<file path="config.mk">
export PLATFORM = sky130hd
export DESIGN_NAME = gamepad_frame_report_averager
export DESIGN_NICKNAME = d
export VERILOG_FILES = /design/src/design/gfra_pkg.sv /design/src/design/gfra_lane.sv /design/src/design/gfra_merge.sv /design/src/design/gamepad_frame_report_averager.sv
export SDC_FILE = /design/constraint.sdc
export NUM_CORES = 2
export LEC_CHECK = 0
export BUFFER_PORTS_ARGS = -buffer_cell sky130_fd_sc_hd__clkbuf_2
export CAP_MARGIN = 15
export CORE_MARGIN = 2
export CORE_UTILIZATION = 25
export CTS_CLUSTER_DIAMETER = 30
export CTS_CLUSTER_SIZE = 28
export DETAILED_ROUTE_END_ITERATION = 10
export PLACE_DENSITY = 0.44
export SKIP_LAST_GASP = 1
export SLEW_MARGIN = 15
export SYNTH_ARGS = -nofsm -noshare
export SYNTH_HDL_FRONTEND = slang
export SYNTH_SLANG_ARGS = --single-unit
</file>
<file path="constraint.sdc">
create_clock -name clk -period 9.91 [get_ports clk]
set_clock_uncertainty 0.15 [all_clocks]
set_input_delay 0.991 -clock clk [delete_from_list [all_inputs] [get_ports clk]]
set_output_delay 0.991 -clock clk [all_outputs]
set_load 0.02 [all_outputs]
</file>
<file path="src/design/gfra_pkg.sv">
// ----------------------------------------------------------------------------
// gfra_pkg
// Shared types and constants of the gamepad frame report averager.
// ----------------------------------------------------------------------------
package gfra_pkg;

  localparam int AXIS_W        = 16;
  localparam int CNT_W         = 8;
  localparam int DZ_W          = 15;
  localparam int NUM_W         = 24;  // magnitude of avg*n + v
  localparam int DIV_W         = CNT_W + 1;
  localparam int BITS_PER_STEP = 2;
  localparam int DIV_STEPS     = NUM_W / BITS_PER_STEP;
  localparam int NUM_LANES     = 6;   // four sticks, two triggers
  localparam int NUM_STICKS    = 4;

  localparam logic [DZ_W-1:0] DEAD_ZONE_RESET = 15'd1638;

  typedef struct packed {
    logic capture;
    logic mul;
    logic div;
    logic commit_first;
    logic commit_avg;
  } lane_ctrl_t;

  typedef struct packed {
    logic [AXIS_W-1:0] buttons;
    logic [AXIS_W-1:0] changed;
    logic [AXIS_W-1:0] left_x;
    logic [AXIS_W-1:0] left_y;
    logic [AXIS_W-1:0] right_x;
    logic [AXIS_W-1:0] right_y;
    logic [AXIS_W-1:0] trig_left;
    logic [AXIS_W-1:0] trig_right;
    logic [CNT_W-1:0]  count;
  } result_t;

endpackage

</file>
<file path="src/design/gfra_lane.sv">
// ----------------------------------------------------------------------------
// gfra_lane
// One averaging lane: multiply-accumulate then radix-4 restoring divide.
// ----------------------------------------------------------------------------
module gfra_lane #(
  parameter bit SIGNED_LANE = 1'b1
) (
  input  logic                        clk,
  input  logic                        rst_n,
  input  gfra_pkg::lane_ctrl_t        ctrl,
  input  logic [gfra_pkg::AXIS_W-1:0] val_in,
  input  logic [gfra_pkg::CNT_W-1:0]  n,
  input  logic [gfra_pkg::DIV_W-1:0]  d,
  output logic [gfra_pkg::AXIS_W-1:0] avg
);
  import gfra_pkg::*;

  logic [AXIS_W-1:0] val_r;
  logic [AXIS_W-1:0] avg_r;
  logic              neg_r;
  logic [NUM_W-1:0]  dvd_r;
  logic [DIV_W-1:0]  rem_r;

  logic signed [AXIS_W:0]   avg_x;
  logic signed [AXIS_W:0]   val_x;
  logic signed [NUM_W+1:0]  prod;
  logic signed [NUM_W+1:0]  num;
  logic [NUM_W-1:0]         mag;
  logic [DIV_W:0]           s1;
  logic [DIV_W:0]           s2;
  logic [AXIS_W-1:0]        quot;

  function automatic logic [DIV_W:0] div_step(input logic [DIV_W-1:0] rem,
                                              input logic b,
                                              input logic [DIV_W-1:0] dv);
    logic [DIV_W:0] trial;
    logic [DIV_W:0] diff;
    trial = {rem, b};
    diff  = trial - {1'b0, dv};
    if (trial >= {1'b0, dv}) begin
      return {1'b1, diff[DIV_W-1:0]};
    end
    return {1'b0, trial[DIV_W-1:0]};
  endfunction

  assign avg_x = SIGNED_LANE ? $signed({avg_r[AXIS_W-1], avg_r}) : $signed({1'b0, avg_r});
  assign val_x = SIGNED_LANE ? $signed({val_r[AXIS_W-1], val_r}) : $signed({1'b0, val_r});
  assign prod  = (NUM_W+2)'(avg_x * $signed({1'b0, n}));
  assign num   = prod + (NUM_W+2)'(val_x);
  assign mag   = num[NUM_W+1] ? NUM_W'(-num) : num[NUM_W-1:0];

  assign s1   = div_step(rem_r, dvd_r[NUM_W-1], d);
  assign s2   = div_step(s1[DIV_W-1:0], dvd_r[NUM_W-2], d);
  assign quot = neg_r ? AXIS_W'(-dvd_r) : dvd_r[AXIS_W-1:0];

  always_ff @(posedge clk) begin
    if (ctrl.capture) begin
      val_r <= val_in;
    end
    if (ctrl.mul) begin
      neg_r <= num[NUM_W+1];
      dvd_r <= mag;
      rem_r <= '0;
    end else if (ctrl.div) begin
      dvd_r <= {dvd_r[NUM_W-3:0], s1[DIV_W], s2[DIV_W]};
      rem_r <= s2[DIV_W-1:0];
    end
  end

  always_ff @(posedge clk) begin
    if (!rst_n) begin
      avg_r <= '0;
    end else if (ctrl.commit_first) begin
      avg_r <= val_r;
    end else if (ctrl.commit_avg) begin
      avg_r <= quot;
    end
  end

  assign avg = ctrl.commit_first ? val_r : (ctrl.commit_avg ? quot : avg_r);

endmodule

</file>
<file path="src/design/gfra_merge.sv">
// ----------------------------------------------------------------------------
// gfra_merge
// Merging stage: gathers lane averages, buttons and count into the result
// register that drives the output channel.
// ----------------------------------------------------------------------------
module gfra_merge (
  input  logic                        clk,
  input  logic                        rst_n,
  input  logic                        load,
  input  gfra_pkg::result_t           res_in,
  output logic                        free,
  input  logic                        out_stall,
  output logic                        out_valid,
  output logic [gfra_pkg::AXIS_W-1:0] out_buttons_out,
  output logic [gfra_pkg::AXIS_W-1:0] out_changed_out,
  output logic [gfra_pkg::AXIS_W-1:0] out_left_x_avg,
  output logic [gfra_pkg::AXIS_W-1:0] out_left_y_avg,
  output logic [gfra_pkg::AXIS_W-1:0] out_right_x_avg,
  output logic [gfra_pkg::AXIS_W-1:0] out_right_y_avg,
  output logic [gfra_pkg::AXIS_W-1:0] out_trig_left_avg,
  output logic [gfra_pkg::AXIS_W-1:0] out_trig_right_avg,
  output logic [gfra_pkg::CNT_W-1:0]  out_report_count
);
  import gfra_pkg::*;

  result_t res_r;
  logic    valid_r;

  assign free = !valid_r || !out_stall;

  always_ff @(posedge clk) begin
    if (!rst_n) begin
      valid_r <= 1'b0;
    end else if (load) begin
      valid_r <= 1'b1;
    end else if (!out_stall) begin
      valid_r <= 1'b0;
    end
  end

  always_ff @(posedge clk) begin
    if (load) begin
      res_r <= res_in;
    end
  end

  assign out_valid          = valid_r;
  assign out_buttons_out    = res_r.buttons;
  assign out_changed_out    = res_r.changed;
  assign out_left_x_avg     = res_r.left_x;
  assign out_left_y_avg     = res_r.left_y;
  assign out_right_x_avg    = res_r.right_x;
  assign out_right_y_avg    = res_r.right_y;
  assign out_trig_left_avg  = res_r.trig_left;
  assign out_trig_right_avg = res_r.trig_right;
  assign out_report_count   = res_r.count;

endmodule

</file>
<file path="src/design/gamepad_frame_report_averager.sv">
// ----------------------------------------------------------------------------
// gamepad_frame_report_averager
// Merges gamepad reports within a frame: dead zone on sticks, changed-button
// tracking and running averages of sticks and triggers in six lanes.
//
//   channel  direction  handshake          payload
//   in       input      in_valid/in_stall  func, buttons, 4 sticks, 2 triggers
//   out      output     out_valid/out_stall buttons, changed, 6 averages, count
//   cfg      input      cfg_wr_en          dead zone (15 bits)
//
// A frame tick or the first report of a frame goes from idle straight to merge.
// A later report passes a multiply-add step, the divide steps (two
// quotient bits per cycle in each lane, under one shared step counter) and merge.
// One item is in work at a time; the next is taken in the cycle after merge.
// Reset is synchronous; state clears at once, no clearing pass.
// A stalled result holds in the merge register while the next item runs.
// ----------------------------------------------------------------------------
module gamepad_frame_report_averager #(
  parameter int MAX_REPORTS = 255
) (
  input  logic                        clk,
  input  logic                        rst_n,
  input  logic                        cfg_wr_en,
  input  logic [gfra_pkg::DZ_W-1:0]   cfg_wr_data,
  input  logic                        in_valid,
  output logic                        in_stall,
  input  logic                        in_func,
  input  logic [gfra_pkg::AXIS_W-1:0] in_buttons_in,
  input  logic [gfra_pkg::AXIS_W-1:0] in_left_x_in,
  input  logic [gfra_pkg::AXIS_W-1:0] in_left_y_in,
  input  logic [gfra_pkg::AXIS_W-1:0] in_right_x_in,
  input  logic [gfra_pkg::AXIS_W-1:0] in_right_y_in,
  input  logic [gfra_pkg::AXIS_W-1:0] in_trig_left_in,
  input  logic [gfra_pkg::AXIS_W-1:0] in_trig_right_in,
  output logic                        out_valid,
  input  logic                        out_stall,
  output logic [gfra_pkg::AXIS_W-1:0] out_buttons_out,
  output logic [gfra_pkg::AXIS_W-1:0] out_changed_out,
  output logic [gfra_pkg::AXIS_W-1:0] out_left_x_avg,
  output logic [gfra_pkg::AXIS_W-1:0] out_left_y_avg,
  output logic [gfra_pkg::AXIS_W-1:0] out_right_x_avg,
  output logic [gfra_pkg::AXIS_W-1:0] out_right_y_avg,
  output logic [gfra_pkg::AXIS_W-1:0] out_trig_left_avg,
  output logic [gfra_pkg::AXIS_W-1:0] out_trig_right_avg,
  output logic [gfra_pkg::CNT_W-1:0]  out_report_count
);
  import gfra_pkg::*;

  localparam int LIMIT_I = (MAX_REPORTS > 255) ? 255 : MAX_REPORTS;
  localparam logic [CNT_W-1:0] COUNT_LIMIT = CNT_W'(LIMIT_I);
  localparam int DC_W = $clog2(DIV_STEPS);
  localparam logic [DC_W-1:0] DIV_LAST = DC_W'(DIV_STEPS - 1);

  typedef enum logic [3:0] {
    S_IDLE = 4'b0001,
    S_MUL  = 4'b0010,
    S_DIV  = 4'b0100,
    S_FIN  = 4'b1000
  } state_t;

  state_t            state_r, state_nxt;
  logic [DC_W-1:0]   div_cnt_r, div_cnt_nxt;
  logic [DZ_W-1:0]   dz_r;
  logic [CNT_W-1:0]  count_r;
  logic [CNT_W-1:0]  n_r;
  logic [AXIS_W-1:0] held_r;
  logic [AXIS_W-1:0] changed_r;
  logic              report_r;
  logic              first_r;

  logic              in_acc;
  logic              merge_free;
  logic              merge_load;
  lane_ctrl_t        lctrl;
  result_t           res;
  logic [AXIS_W-1:0] lane_in  [NUM_LANES];
  logic [AXIS_W-1:0] lane_avg [NUM_LANES];
  logic [DIV_W-1:0]  d;

  function automatic logic [AXIS_W-1:0] dead_zone(input logic [AXIS_W-1:0] v,
                                                  input logic [DZ_W-1:0] dz);
    logic [AXIS_W:0] mag;
    mag = v[AXIS_W-1] ? ({1'b0, ~v} + 17'd1) : {1'b0, v};
    if (mag < {2'b00, dz}) begin
      return '0;
    end
    return v;
  endfunction

  assign in_stall   = (state_r != S_IDLE);
  assign in_acc     = in_valid && !in_stall;
  assign merge_load = (state_r == S_FIN) && merge_free;
  assign d          = {1'b0, n_r} + DIV_W'(1);

  assign lane_in[0] = dead_zone(in_left_x_in, dz_r);
  assign lane_in[1] = dead_zone(in_left_y_in, dz_r);
  assign lane_in[2] = dead_zone(in_right_x_in, dz_r);
  assign lane_in[3] = dead_zone(in_right_y_in, dz_r);
  assign lane_in[4] = in_trig_left_in;
  assign lane_in[5] = in_trig_right_in;

  always_comb begin
    lctrl.capture      = in_acc && !in_func;
    lctrl.mul          = (state_r == S_MUL);
    lctrl.div          = (state_r == S_DIV);
    lctrl.commit_first = merge_load && report_r && first_r;
    lctrl.commit_avg   = merge_load && report_r && !first_r;
  end

  always_comb begin
    state_nxt   = state_r;
    div_cnt_nxt = div_cnt_r;
    unique case (state_r)
      S_IDLE: begin
        if (in_acc) begin
          state_nxt = (in_func || count_r == '0) ? S_FIN : S_MUL;
        end
      end
      S_MUL: begin
        state_nxt   = S_DIV;
        div_cnt_nxt = '0;
      end
      S_DIV: begin
        div_cnt_nxt = div_cnt_r + DC_W'(1);
        if (div_cnt_r == DIV_LAST) begin
          state_nxt = S_FIN;
        end
      end
      S_FIN: begin
        if (merge_free) begin
          state_nxt = S_IDLE;
        end
      end
      default: state_nxt = S_IDLE;
    endcase
  end

  always_ff @(posedge clk) begin
    if (!rst_n) begin
      state_r   <= S_IDLE;
      div_cnt_r <= '0;
      dz_r      <= DEAD_ZONE_RESET;
      count_r   <= '0;
      held_r    <= '0;
      changed_r <= '0;
    end else begin
      state_r   <= state_nxt;
      div_cnt_r <= div_cnt_nxt;
      if (cfg_wr_en) begin
        dz_r <= cfg_wr_data;
      end
      if (in_acc) begin
        if (in_func) begin
          count_r <= '0;
        end else begin
          held_r <= in_buttons_in;
          if (count_r == '0) begin
            changed_r <= held_r ^ in_buttons_in;
          end else begin
            changed_r <= changed_r | (held_r ^ in_buttons_in);
          end
          if (count_r < COUNT_LIMIT) begin
            count_r <= count_r + CNT_W'(1);
          end
        end
      end
    end
  end

  always_ff @(posedge clk) begin
    if (in_acc) begin
      report_r <= !in_func;
      first_r  <= (count_r == '0);
      n_r      <= count_r;
    end
  end

  for (genvar i = 0; i < NUM_LANES; i++) begin : g_lane
    gfra_lane #(
      .SIGNED_LANE(i < NUM_STICKS)
    ) u_lane (
      .clk    (clk),
      .rst_n  (rst_n),
      .ctrl   (lctrl),
      .val_in (lane_in[i]),
      .n      (n_r),
      .d      (d),
      .avg    (lane_avg[i])
    );
  end

  // averages are taken from the next lane values so the result shows them
  always_comb begin
    res.buttons    = held_r;
    res.changed    = changed_r;
    res.count      = count_r;
    res.left_x     = lane_avg[0];
    res.left_y     = lane_avg[1];
    res.right_x    = lane_avg[2];
    res.right_y    = lane_avg[3];
    res.trig_left  = lane_avg[4];
    res.trig_right = lane_avg[5];
  end

  gfra_merge u_merge (
    .clk                (clk),
    .rst_n              (rst_n),
    .load               (merge_load),
    .res_in             (res),
    .free               (merge_free),
    .out_stall          (out_stall),
    .out_valid          (out_valid),
    .out_buttons_out    (out_buttons_out),
    .out_changed_out    (out_changed_out),
    .out_left_x_avg     (out_left_x_avg),
    .out_left_y_avg     (out_left_y_avg),
    .out_right_x_avg    (out_right_x_avg),
    .out_right_y_avg    (out_right_y_avg),
    .out_trig_left_avg  (out_trig_left_avg),
    .out_trig_right_avg (out_trig_right_avg),
    .out_report_count   (out_report_count)
  );

  a_count_limit: assert property (@(posedge clk) disable iff (!rst_n)
    count_r <= COUNT_LIMIT)
    else $error("report count above limit");

  a_tick_clears: assert property (@(posedge clk) disable iff (!rst_n)
    in_acc && in_func |=> count_r == '0 && state_r == S_FIN)
    else $error("frame tick did not clear count");

  a_later_divides: assert property (@(posedge clk) disable iff (!rst_n)
    in_acc && !in_func && count_r != '0 |=> state_r == S_MUL)
    else $error("later report skipped the average");

  a_div_len: assert property (@(posedge clk) disable iff (!rst_n)
    state_r == S_DIV && div_cnt_r == DIV_LAST |=> state_r == S_FIN)
    else $error("divide did not finish on time");

endmodule
</file>
==> run_summary.xml <==
<?xml version="1.0" encoding="UTF-8"?>
<metrics>
  <group name="power">
    <metric name="comb_power_share" unit="%">23.3</metric>
    <metric name="intPower" unit="mW">8.05</metric>
    <metric name="power-per-cell-area" unit="mW/mm^2">154</metric>
    <metric name="share_clk_of_total_power" unit="%">51.7</metric>
    <metric name="power.leakage" unit="nW">35.5</metric>
    <metric name="irDropWorstVdd" unit="V">0.000128</metric>
    <metric name="net-switching-power" unit="mW">3.68</metric>
    <metric name="power.sequential.fraction" unit="%">25.0</metric>
    <metric name="netSwitchingFraction" unit="%">31.4</metric>
  </group>
  <group name="synthesis">
    <metric name="post_synth.cell_area_avg" unit="sq um">9.13</metric>
    <metric name="seq_total_area_yosys" unit="%">24.8</metric>
    <metric name="yosys.area.top_type" unit="">sky130_fd_sc_hd__fa_1</metric>
    <metric name="async_flop_share" unit="%">0</metric>
    <metric name="netlist_top_cells_area" unit="">sky130_fd_sc_hd__fa_1 22%, sky130_fd_sc_hd__edfxtp_1 18%, sky130_fd_sc_hd__ha_1 9.7%, sky130_fd_sc_hd__dfxtp_1 6.6%, sky130_fd_sc_hd__inv_1 6.2%</metric>
    <metric name="syn_inst" unit="">7074</metric>
    <metric name="synth_cell_type_count" unit="">97</metric>
    <metric name="yosys-top-cells-count" unit="">1061 x sky130_fd_sc_hd__inv_1, 930 x sky130_fd_sc_hd__nand2_1, 712 x sky130_fd_sc_hd__fa_1</metric>
    <metric name="syn-num-nets" unit="">8419</metric>
    <metric name="postSynthRegisterBits" unit="">604</metric>
    <metric name="synth_warnings" unit="">0</metric>
    <metric name="synth-main-ff-cell" unit="">sky130_fd_sc_hd__edfxtp_1</metric>
    <metric name="most_frequent_cell_after_synthesis" unit="">sky130_fd_sc_hd__inv_1</metric>
    <metric name="post-synth-top-area-fraction" unit="%">22.1</metric>
    <metric name="mappedNetlistArea" unit="sq mm">0.0646</metric>
    <metric name="synth_enable_flop_cells" unit="">390</metric>
  </group>
  <group name="place">
    <metric name="place.detailed.hpwl" unit="microns">150000</metric>
    <metric name="routabilityCongestion" unit="">0.861</metric>
    <metric name="placement.io_buffers" unit="">270</metric>
  </group>
  <group name="clock_tree">
    <metric name="clk_path_buf_depth" unit="">4</metric>
    <metric name="clock_input_transition_at_the_sequential_cells_of_the_worst_setup_and_hold_paths" unit="ps">50</metric>
    <metric name="numClockSinks" unit="">604</metric>
    <metric name="clock-root-buffer" unit="">sky130_fd_sc_hd__clkbuf_16</metric>
    <metric name="clock_insertion_delay_worst_skew" unit="ps">850</metric>
    <metric name="tritoncts" unit="">yes</metric>
    <metric name="cts_hold_buf" unit="">0</metric>
    <metric name="cts.htree.levels" unit="">4</metric>
    <metric name="cts_buffers" unit="">196</metric>
    <metric name="post_cts_resize_count" unit="">0</metric>
    <metric name="post-cts-setup-buffers" unit="">0</metric>
  </group>
  <group name="floorplanning">
    <metric name="die_x" unit="microns">512</metric>
    <metric name="floorplan.core_area" unit="sq mm">0.257</metric>
    <metric name="initial_utilization" unit="%">25.1</metric>
    <metric name="floorplan.io_pins" unit="">271</metric>
    <metric name="dieArea" unit="sq mm">0.263</metric>
    <metric name="rows" unit="">186</metric>
    <metric name="fp.dieH" unit="microns">512</metric>
  </group>
  <group name="cells_and_area">
    <metric name="storage_cell_area" unit="sq mm">0.0160</metric>
    <metric name="nNetsFinal" unit="">8625</metric>
    <metric name="multiInputGateArea" unit="sq mm">0.0434</metric>
    <metric name="finalCoreUtilization" unit="%">29.6</metric>
    <metric name="n_fill_cell" unit="">27118</metric>
    <metric name="post_route_cells_drive_above_1_share" unit="%">9.81</metric>
    <metric name="syn_to_layout_area_delta" unit="%">17.7</metric>
  </group>
  <group name="sta">
    <metric name="final_setup_violation_count" unit="">0</metric>
    <metric name="rsz0062_at_grt" unit="">false</metric>
    <metric name="worst-slew-pin-transition" unit="ps">1060</metric>
    <metric name="fin_crit_sh" unit="%">78.6</metric>
    <metric name="timing.max_slew.rel_slack" unit="%">28.7</metric>
    <metric name="final.min_clock_period" unit="ps">7790</metric>
    <metric name="final_max_slew_viol_count" unit="">0</metric>
    <metric name="report.final.hold_viol_count" unit="">0</metric>
    <metric name="tns" unit="ps">0</metric>
    <metric name="clock.fmax" unit="MHz">128</metric>
  </group>
  <group name="worst_setup_path">
    <metric name="critical_path.cell_chain" unit="">buf_4 -&gt; buf_4 -&gt; nand2_1 -&gt; fa_1 -&gt; inv_1 -&gt; fa_1 -&gt; fa_1 -&gt; fa_1 -&gt; inv_1 -&gt; fa_1 -&gt; inv_1 -&gt; ha_1 -&gt; o21ai_0 -&gt; o21ai_0 -&gt; o211ai_1 -&gt; a311oi_1 -&gt; nand4_1 -&gt; nor3_1 -&gt; nand3b_1 -&gt; o41ai_1 -&gt; xor2_1 -&gt; o21ai_1</metric>
    <metric name="crit_path_end_kind" unit="">flop</metric>
    <metric name="timing.critical_path.fanout_max" unit="">30</metric>
    <metric name="required_time_of_the_critical_path" unit="ps">10260</metric>
    <metric name="path_class" unit="">reg -&gt; reg</metric>
    <metric name="crit_arrival" unit="ps">8140</metric>
    <metric name="setup.worst_path.start_class" unit="">flop</metric>
    <metric name="critPathSlowestCell" unit="">sky130_fd_sc_hd__edfxtp_1</metric>
    <metric name="worst_path_most_repeated_cell" unit="">sky130_fd_sc_hd__fa_1</metric>
    <metric name="crit_path_max_incr_delay" unit="ps">570</metric>
  </group>
  <group name="detailed_routing">
    <metric name="drt-wirelength-per-cell" unit="microns">18.2</metric>
    <metric name="avgViaCountPerCell" unit="">4.60</metric>
    <metric name="detail_route.iter0.violations" unit="">2846</metric>
    <metric name="drc" unit="">0</metric>
    <metric name="postRouteAntennaNets" unit="">0</metric>
    <metric name="finalWirelength" unit="microns">197000</metric>
    <metric name="first_pass_detailed_route_iteration_total" unit="">5</metric>
    <metric name="vias_after_detailed_routing" unit="">49817</metric>
  </group>
  <group name="grt">
    <metric name="grt.overflow.total" unit="">0</metric>
    <metric name="first_pass_grt_wire_length" unit="microns">311000</metric>
    <metric name="first_global_vias" unit="">52472</metric>
    <metric name="grt_start_max_net_pins" unit="">137</metric>
    <metric name="grtUsageTotal" unit="%">15.0</metric>
    <metric name="antenna_found_initial" unit="">11</metric>
  </group>
  <group name="run">
    <metric name="max_cap_viol_count" unit="">0</metric>
  </group>
  <group name="hold_path">
    <metric name="hp-class" unit="">in -&gt; reg</metric>
  </group>
  <group name="run_status">
    <metric name="run_status" unit="">completed</metric>
  </group>
</metrics>
cells in the final DEF (no fill, tap or decap), drive strengths merged, types with 68 or more instances in the layout:
cell,synthesis,layout
nand2,930,930
clkbuf,285,524
buf,44,68
dfxtp,214,214
mux2i,84,84
xnor2,220,220
xor2,155,155
ha,500,500
a21oi,239,239
inv,1063,1070
o21ai,377,377
nand3,78,78
and2,479,479
edfxtp,390,390
fa,712,712
nor2,274,274
o31ai,92,92
a21o,114,114
nor2b,76,76
cell type report:
class / count / share of cell area [%]
Clock buffer: 255 / 7.02
Timing Repair Buffer: 337 / 2.53
Multi-Input combinational cell: 5076 / 57.1
Inverter: 1065 / 5.27
Tap cell: 3384 / 5.57
Antenna cell: 2 / 0.00658
Clock inverter: 102 / 1.44
Sequential cell: 604 / 21.0
worst max-delay path: cells and delay by family, from the launching register on:
family,cells,cell delay [ps]
fa+ha+maj,6,2910
buf+inv,5,870
compound gates,6,1700
simple gates,4,1020
flops,1,570
xor+xnor,1,190
power by group through the flow:
stage	registers (mW)	logic, mW	clock network [mW]
after floorplan	2.94	1.94	0
after global placement	2.98	2.72	0
after detailed placement	2.98	2.73	0
after CTS	2.94	2.76	6.20
after global routing	2.95	3.07	6.33
final	2.94	2.73	6.06
flip-flops by register name (all words and copies together), names as in the netlist, 4 cells and up:
register / flops
u_merge.out_changed_out: 16
g_lane.u_lane.dvd_r: 144
changed_r: 16
u_merge.out_left_y_avg: 16
div_cnt_r: 4
u_merge.out_right_y_avg: 16
g_lane.u_lane.rem_r: 54
u_merge.out_left_x_avg: 16
g_lane.u_lane.avg_r: 96
u_merge.out_right_x_avg: 16
u_merge.out_trig_right_avg: 16
u_merge.out_report_count: 8
count_r: 8
dz_r: 15
state_r: 4
u_merge.out_trig_left_avg: 16
g_lane.u_lane.val_r: 96
g_lane.u_lane.neg_r: 4
u_merge.out_buttons_out: 16
n_r: 8
held_r: 16
metal layers:
layer / GRT usage [%] / part of all wire [%] / vias to the layer above
li1: - / - / 23743
met3: 2.09 / 4.1 / 272
met2: 24.3 / 46 / 1044
met4: 4.45 / 2.7 / 0
met1: 20.7 / 48 / 24758
met5: 0 / 0 / -
cells by family (layout without fill, tap and decap cells):
logic type	after synthesis	in the layout	synth area share [%]
simple gates	2145	2145	16.2
buf+inv	1394	1759	8.12
compound gates	1232	1232	12.3
fa+ha+maj	1212	1212	31.7
flops	604	604	24.8
xor+xnor	375	375	5.08
mux	112	112	1.79
other cells	0	2	0
through the flow:
step | worst slack [ps] | instance area [sq um] | hold WS [ps] | cells | power, mW
after floorplan | 2850 | 64600 | 259 | 7074 | 4.88
after global placement | 2340 | 69600 | 265 | 10466 | 5.70
after detailed placement | 2080 | 69600 | 267 | 10466 | 5.71
after CTS | 2100 | 76000 | 102 | 10823 | 11.9
after global routing | 1590 | 76000 | 131 | 10824 | 12.3
final | 2120 | 76000 | 170 | 10825 | 11.7
worst paths after layout:
path / from / slack, ps / end / cells after the start
max reg2reg: n_r[3] / 2120 / g_lane[2].u_lane.dvd_r[22] / 22
min: in_trig_left_in[14] / 170 / g_lane[4].u_lane.val_r[14] / 1
min reg2reg: changed_r[14] / 270 / u_merge.out_changed_out[14] / 0
max: n_r[3] / 2120 / g_lane[2].u_lane.dvd_r[22] / 22
No activity file was read; power rests on OpenSTA's default activity.
